==> src/rtl/core/pab_pkg.sv <==
// shared types and constants of the pixel alpha blend block
`timescale 1ns / 1ps
`default_nettype none
package pab_pkg;

	// pixel format modes
	localparam logic [2:0] MODE_32   = 3'd0;
	localparam logic [2:0] MODE_24   = 3'd1;
	localparam logic [2:0] MODE_24M  = 3'd2;
	localparam logic [2:0] MODE_8M   = 3'd3;
	localparam logic [2:0] MODE_565  = 3'd4;
	localparam logic [2:0] MODE_565K = 3'd5;

	// register indexes on the configuration port
	localparam logic [1:0] REG_MODE    = 2'd0;
	localparam logic [1:0] REG_PERCENT = 2'd1;
	localparam logic [1:0] REG_KEY1    = 2'd2;
	localparam logic [1:0] REG_KEY2    = 2'd3;

	localparam logic [6:0] PERCENT_MAX   = 7'd100;
	localparam logic [6:0] PERCENT_RESET = 7'd50;

	// floor(x / 100) for x up to 25500 as (x * DIV100_MUL) >> DIV100_SHIFT
	localparam logic [12:0] DIV100_MUL   = 13'd5243;
	localparam int          DIV100_SHIFT = 19;

	localparam logic [7:0] FULL_WEIGHT = 8'd255;

	typedef struct packed {
		logic [31:0] src_pixel;
		logic [31:0] dst_pixel;
		logic [15:0] second_src_pixel;
		logic [7:0]  mask_byte;
	} pab_in_t;

	typedef struct packed {
		logic [31:0] out_pixel;
		logic        was_blended;
	} pab_out_t;

endpackage
`default_nettype wire

==> src/rtl/core/pixel_alpha_blend_top.sv <==
// pixel alpha blend: four-stage pipeline blending one source pixel into one destination
//
// usage
//   input: an item transfers at a rising edge with start high and busy low; busy is
//   always low, so one item may enter every cycle
//   output: done is high for exactly one cycle with the result on result; the
//   receiver takes it at the edge that ends that cycle and cannot hold it off
//   stages: each item passes four register stages in order: operand capture
//   and percent scaling, alpha multiply and channel unpack, per-channel weight
//   multiply, clamp and repack, and its result is registered in the last one
//   throughput: one item per cycle, set by the fully pipelined multiply stages
//   configuration: APB port, registers pixel_mode, blend_percent, first_key and
//   second_key at byte addresses 0, 4, 8, 12; write them only while no item is
//   in flight
//   reset: arst_n clears the pipeline valid bits and loads the register reset
//   values (mode 32bpp, percent 50, keys zero); no result shows until an item
//   has entered after reset
`timescale 1ns / 1ps
`default_nettype none
module pixel_alpha_blend_top (
	input  wire logic            clk,
	input  wire logic            arst_n,
	input  wire logic            start,
	output logic                 busy,
	input  wire pab_pkg::pab_in_t item,
	output logic                 done,
	output pab_pkg::pab_out_t    result,
	input  wire logic            psel,
	input  wire logic            penable,
	input  wire logic            pwrite,
	input  wire logic [3:0]      paddr,
	input  wire logic [31:0]     pwdata,
	output logic [31:0]          prdata,
	output logic                 pready
);
	import pab_pkg::*;

	// configuration registers
	logic [2:0]  pixel_mode_q;
	logic [6:0]  blend_percent_q;
	logic [15:0] first_key_q;
	logic [15:0] second_key_q;

	logic        cfg_write;
	logic [1:0]  cfg_index;

	assign pready    = 1'b1;
	assign busy      = 1'b0;
	assign cfg_write = psel & penable & pwrite & pready;
	assign cfg_index = paddr[3:2];

	always_ff @(posedge clk or negedge arst_n) begin
		if (!arst_n) begin
			pixel_mode_q    <= MODE_32;
			blend_percent_q <= PERCENT_RESET;
			first_key_q     <= '0;
			second_key_q    <= '0;
		end else if (cfg_write) begin
			unique case (cfg_index)
				REG_MODE:    pixel_mode_q    <= pwdata[2:0];
				REG_PERCENT: blend_percent_q <= pwdata[6:0];
				REG_KEY1:    first_key_q     <= pwdata[15:0];
				REG_KEY2:    second_key_q    <= pwdata[15:0];
				default: ;
			endcase
		end
	end

	always_comb begin
		unique case (cfg_index)
			REG_MODE:    prdata = {29'd0, pixel_mode_q};
			REG_PERCENT: prdata = {25'd0, blend_percent_q};
			REG_KEY1:    prdata = {16'd0, first_key_q};
			REG_KEY2:    prdata = {16'd0, second_key_q};
			default:     prdata = '0;
		endcase
	end

	// stage 1: capture operands, saturate percent and scale it by 255
	logic [6:0]  pct_sat;
	logic [14:0] pct_scaled;

	assign pct_sat    = (blend_percent_q > PERCENT_MAX) ? PERCENT_MAX : blend_percent_q;
	assign pct_scaled = {pct_sat, 8'd0} - 15'(pct_sat);

	logic        valid_s1;
	pab_in_t     item_s1;
	logic [2:0]  mode_s1;
	logic        key_hit_s1;
	logic [14:0] pct_scaled_s1;

	// stage 2: alpha, weights and unpacked channels
	logic [27:0]      alpha_prod;
	logic [7:0]       alpha;
	logic [7:0]       wd;
	logic [7:0]       ws;
	logic [3:0][7:0]  ch_d;
	logic [3:0][7:0]  ch_s;

	assign alpha_prod = 28'(pct_scaled_s1) * 28'(DIV100_MUL);
	assign alpha      = alpha_prod[DIV100_SHIFT +: 8];

	always_comb begin
		if (mode_s1 == MODE_24M || mode_s1 == MODE_8M) begin
			wd = item_s1.mask_byte;
			ws = FULL_WEIGHT - item_s1.mask_byte;
		end else begin
			wd = FULL_WEIGHT - alpha;
			ws = alpha;
		end
	end

	always_comb begin
		unique case (mode_s1)
			MODE_32: begin
				ch_d = item_s1.dst_pixel;
				ch_s = item_s1.src_pixel;
			end
			MODE_24, MODE_24M: begin
				ch_d = {8'd0, item_s1.dst_pixel[23:0]};
				ch_s = {8'd0, item_s1.src_pixel[23:0]};
			end
			MODE_8M: begin
				ch_d = {24'd0, item_s1.dst_pixel[7:0]};
				ch_s = {24'd0, item_s1.src_pixel[7:0]};
			end
			MODE_565, MODE_565K: begin
				// lane 2 red, lane 1 green, lane 0 blue, each widened to 8 bits
				ch_d = {8'd0, item_s1.dst_pixel[15:11], 3'd0,
					item_s1.dst_pixel[10:5], 2'd0, item_s1.dst_pixel[4:0], 3'd0};
				ch_s = {8'd0, item_s1.src_pixel[15:11], 3'd0,
					item_s1.src_pixel[10:5], 2'd0, item_s1.src_pixel[4:0], 3'd0};
			end
			default: begin
				ch_d = '0;
				ch_s = '0;
			end
		endcase
	end

	logic            valid_s2;
	logic [2:0]      mode_s2;
	logic            key_hit_s2;
	logic [31:0]     dst_s2;
	logic [7:0]      wd_s2;
	logic [7:0]      ws_s2;
	logic [3:0][7:0] ch_d_s2;
	logic [3:0][7:0] ch_s_s2;

	// stage 3: weighted sums per channel
	logic [3:0][16:0] mix_sum;

	always_comb begin
		for (int k = 0; k < 4; k++) begin
			mix_sum[k] = 17'(ch_d_s2[k]) * 17'(wd_s2) + 17'(ch_s_s2[k]) * 17'(ws_s2);
		end
	end

	logic             valid_s3;
	logic [2:0]       mode_s3;
	logic             key_hit_s3;
	logic [31:0]      dst_s3;
	logic [3:0][16:0] mix_sum_s3;

	// stage 4: scale down, clamp and repack by mode
	logic [3:0][7:0] ch_out;
	pab_out_t        res_next;

	always_comb begin
		for (int k = 0; k < 4; k++) begin
			ch_out[k] = (mix_sum_s3[k][16:8] > 9'd255) ? 8'hff : mix_sum_s3[k][15:8];
		end
	end

	always_comb begin
		res_next.was_blended = 1'b1;
		unique case (mode_s3)
			MODE_32:           res_next.out_pixel = ch_out;
			MODE_24, MODE_24M: res_next.out_pixel = {8'd0, ch_out[2], ch_out[1], ch_out[0]};
			MODE_8M:           res_next.out_pixel = {24'd0, ch_out[0]};
			MODE_565:          res_next.out_pixel = {16'd0, ch_out[2][7:3], ch_out[1][7:2],
				ch_out[0][7:3]};
			MODE_565K: begin
				if (key_hit_s3) begin
					res_next.out_pixel   = {16'd0, dst_s3[15:0]};
					res_next.was_blended = 1'b0;
				end else begin
					res_next.out_pixel = {16'd0, ch_out[2][7:3], ch_out[1][7:2],
						ch_out[0][7:3]};
				end
			end
			default: begin
				res_next.out_pixel   = dst_s3;
				res_next.was_blended = 1'b0;
			end
		endcase
	end

	logic     valid_s4;
	logic [2:0] mode_s4;
	pab_out_t res_s4;

	// valid bits
	always_ff @(posedge clk or negedge arst_n) begin
		if (!arst_n) begin
			valid_s1 <= 1'b0;
			valid_s2 <= 1'b0;
			valid_s3 <= 1'b0;
			valid_s4 <= 1'b0;
		end else begin
			valid_s1 <= start & ~busy;
			valid_s2 <= valid_s1;
			valid_s3 <= valid_s2;
			valid_s4 <= valid_s3;
		end
	end

	// payload registers
	always_ff @(posedge clk) begin
		item_s1       <= item;
		mode_s1       <= pixel_mode_q;
		key_hit_s1    <= (item.src_pixel[15:0] == first_key_q) &&
			(item.second_src_pixel == second_key_q);
		pct_scaled_s1 <= pct_scaled;

		mode_s2    <= mode_s1;
		key_hit_s2 <= key_hit_s1;
		dst_s2     <= item_s1.dst_pixel;
		wd_s2      <= wd;
		ws_s2      <= ws;
		ch_d_s2    <= ch_d;
		ch_s_s2    <= ch_s;

		mode_s3    <= mode_s2;
		key_hit_s3 <= key_hit_s2;
		dst_s3     <= dst_s2;
		mix_sum_s3 <= mix_sum;

		mode_s4 <= mode_s3;
		res_s4  <= res_next;
	end

	assign done   = valid_s4;
	assign result = res_s4;

	// every accepted item later raises done with its result
	assert property (@(posedge clk) disable iff (!arst_n)
		start && !busy |-> ##4 done)
		else $error("accepted item did not produce a result");

	// RGB565 results never carry bits above the 16-bit pixel
	assert property (@(posedge clk) disable iff (!arst_n)
		done && (mode_s4 == MODE_565 || mode_s4 == MODE_565K) |->
		result.out_pixel[31:16] == 16'd0)
		else $error("rgb565 result has upper bits set");

	// a kept destination only comes from keyed mode or an unused mode
	assert property (@(posedge clk) disable iff (!arst_n)
		done && !result.was_blended |->
		(mode_s4 == MODE_565K || mode_s4 > MODE_565K))
		else $error("destination kept in a blending mode");

endmodule
`default_nettype wire
==> config.mk <==
export PLATFORM = sky130hd
export DESIGN_NAME = pixel_alpha_blend_top
export DESIGN_NICKNAME = d
export VERILOG_FILES = /design/src/rtl/core/pab_pkg.sv /design/src/rtl/core/pixel_alpha_blend_top.sv
export SDC_FILE = /design/constraint.sdc
export NUM_CORES = 2
export LEC_CHECK = 0
export BUFFER_PORTS_ARGS = -buffer_cell sky130_fd_sc_hd__buf_4
export CAP_MARGIN = 15
export CORE_UTILIZATION = 40
export CTS_BUF_LIST = sky130_fd_sc_hd__clkbuf_2 sky130_fd_sc_hd__clkbuf_4 sky130_fd_sc_hd__clkbuf_8
export DETAILED_ROUTE_END_ITERATION = 16
export PLACE_DENSITY_LB_ADDON = 0.3
export SLEW_MARGIN = 20
export SYNTH_ARGS = -nofsm -noshare
export SYNTH_HDL_FRONTEND = slang
export SYNTH_SLANG_ARGS = --single-unit
==> constraint.sdc <==
create_clock -name clk -period 14.33 [get_ports clk]
set_input_delay 2.1495 -clock clk [delete_from_list [all_inputs] [get_ports clk]]
set_output_delay 2.1495 -clock clk [all_outputs]
set_load 0.005 [all_outputs]
==> flow_summary.json <==
{
  "yosys.cell_types.count": 79,
  "synth_edf_count": 0,
  "dr.pass1.iters": 5,
  "start_kind": "flop",
  "post_dp_cell_area_sq_um": 33400,
  "fin_crit_ps": 6040,
  "path_max_fanout": 32,
  "setup_viol": 0,
  "top_usage_layer": "met2",
  "max-cap-violations": 0,
  "fill_cells": 7348,
  "slew-limit-headroom_pct": 29.2,
  "dp.cells": 4264,
  "grtUsageMet3_pct": 3.83,
  "synthFlopType": "dfxtp_1",
  "hold_viol": 0,
  "cp_data_required_time_ps": 14950,
  "r2r_end": "mix_sum_s3[13]",
  "final_cell_mix": "inv_1 (677), fa_1 (452), and2_1 (367)",
  "grt_antenna_before_repair": 2,
  "postSynthCellCount": 3143,
  "worstRegToRegCells": 16,
  "layout-drive-gt1-share_pct": 10.9,
  "fin_skew_ps": 46.1,
  "cts_tree": "yes",
  "tns_ps": 0,
  "slew_viol_final": 0,
  "async_flop_share_pct": 12.8,
  "hp-class": "reg -> reg",
  "timing.final.crit_share_pct": 42.1,
  "whs_path_depth": 0,
  "grt_use_met1_pct": 24.2,
  "worst_pin_slew_ps": 1060,
  "yosysSeqAreaShare_pct": 23.7,
  "grt_max_degree": 47,
  "cp.arrival_ps": 6650,
  "num_vias": 20700,
  "ys_seq_elements": 358,
  "gp_congestion": 0.857,
  "grt-ovfl-total": 0,
  "grtUsageMet2_pct": 31.8,
  "cts_root_buf": "clkbuf_8",
  "rsz0062_at_grt": "false",
  "place_hpwl_microns": 54900,
  "clkTransAtPathRegs_ps": 70,
  "port_buffers": 161,
  "cts_resized": 0,
  "detail_route.wl_per_cell_microns": 16.1,
  "r2r_start": "wd_s2[4]",
  "core_sq_um": 76500,
  "outcome": "completed",
  "nNetsFinal": 4224,
  "postRouteWirelength_microns": 70400,
  "ant_nets": 0,
  "clk_latency_ps": 700,
  "clock_tree.buffer_depth": 3,
  "r2r_setup_slack_ps": 8290,
  "drc": 0,
  "grt_pass1_wl_microns": 117000,
  "stdcell_count": 4375,
  "viasPerCell": 4.73,
  "layout_commonest_cell": "inv_1",
  "pin_count": 198,
  "worst_setup_path_end_kind": "flop",
  "avgSynthCellArea_sq_um": 9.92,
  "htreeDepth": 2,
  "grt.total_usage_pct": 18.8,
  "die_w_microns": 281,
  "cts_num_sinks": 358,
  "worstHoldStart": "dst_s2[25]",
  "fp-row-count": 101,
  "dieHeight_microns": 281,
  "hold_buffers": 0,
  "synth_warnings": 0,
  "cts_setup_buffers": 0,
  "synth_area_sq_um": 31200,
  "die_area_sq_um": 79000,
  "areaGrowthSynthToFinish_pct": 11.7,
  "initial_core_util_pct": 40.8,
  "fmax_mhz": 166,
  "cts_buffers": 59,
  "drt_iter0_drc": 770,
  "worstHoldEndpoint": "dst_s3[25]",
  "final_area_sq_um": 34800,
  "grt_pass1_vias": 22300,
  "critical_path_class": "reg -> reg"
}
## through the flow
stage	worst slack (ps)	hold WS [ps]	utilization, %
6_report	8290	310	45.5
5_1_grt	7950	318	45.5
4_1_cts	8280	317	45.5
3_5_place_dp	8260	312	43.7
3_3_place_gp	8370	310	43.7
2_1_floorplan	8820	310	-
## layout make-up
type	instances	area, sq um	share of cell area (%)
multi-input combinational	2018	20800	59.8
sequential	358	7400	21.3
inverter	678	2540	7.31
timing repair buffer	180	1350	3.88
tap	1030	1290	3.70
clock buffer	84	1070	3.09
clock inverter	25	310	0.891
antenna	2	5.00	0.0144
## cells in the mapped netlist (18+ instances only)
master / n / area (sq um)
xnor2_1: 24 / 210
ha_1: 347 / 4340
nor3_1: 21 / 105
nor2b_1: 24 / 150
a21oi_1: 47 / 235
mux2_2: 42 / 473
and2_1: 367 / 2300
buf_4: 18 / 135
dfrtp_1: 43 / 1080
fa_1: 452 / 9050
clkbuf_1: 79 / 297
a22o_1: 23 / 201
inv_1: 677 / 2540
xor2_1: 41 / 359
nand2_1: 244 / 916
nand3_1: 20 / 100
nor2_1: 61 / 229
dfxtp_1: 312 / 6250
o21ai_0: 75 / 375
## worst max path at each step
| stage | startpoint | end | depth (start not counted) |
|---|---|---|---|
| global placement | wd_s2[4] | mix_sum_s3[64] | 15 |
| detailed placement | wd_s2[4] | mix_sum_s3[64] | 15 |
| CTS | wd_s2[4] | mix_sum_s3[64] | 15 |
| floorplan | ws_s2[0] | mix_sum_s3[13] | 18 |
| finish | wd_s2[4] | mix_sum_s3[13] | 16 |
| global route | wd_s2[4] | mix_sum_s3[13] | 16 |
## layer usage
layer	share of wire, %	routed length (microns)
met5	0.018	13
met4	2.8	1940
met3	5.2	3670
met2	47	33400
met1	45	31400
## state kept, by name, summed over array words and instances, names as in the netlist, 3 cells and up
register and flops:
dst_s2 32, result 33, mode_s3 3, mode_s1 3, item_s1 72, wd_s2 8
mix_sum_s3 36, first_key_q 16, second_key_q 16, ch_s_s2 32, pixel_mode_q 3, ws_s2 8
dst_s3 32, mode_s2 3, pct_scaled_s1 15, ch_d_s2 32, blend_percent_q 7
## cell families (layout without fill, tap and decap cells)
logic type / count (synthesis) / in the layout / synth area share (%)
AO/OA/AOI/OAI: 272 / 272 / 5.92
XOR/XNOR: 65 / 65 / 1.83
adder cells (fa/ha/maj): 799 / 799 / 43.0
buffers and inverters: 783 / 967 / 9.68
flip-flops: 358 / 358 / 23.7
multiplexers: 59 / 59 / 2.18
other: 2 / 20 / 0.0241
AND/OR/NAND/NOR: 805 / 805 / 13.7
## critical path: stages, from the launching register on
cell and delay (ps):
dfxtp_2 910, nand2_1 170, fa_1 590, fa_1 430
fa_1 510, inv_1 50, fa_1 460, fa_1 520
inv_1 50, fa_1 470, inv_1 40, ha_1 290
and3_1 200, a221oi_2 450, o21ai_2 220, a2111oi_0 430
a311o_1 160
Power is not shown: default switching activity piles up to over one toggle a cycle in this logic, so the estimate is an artifact.
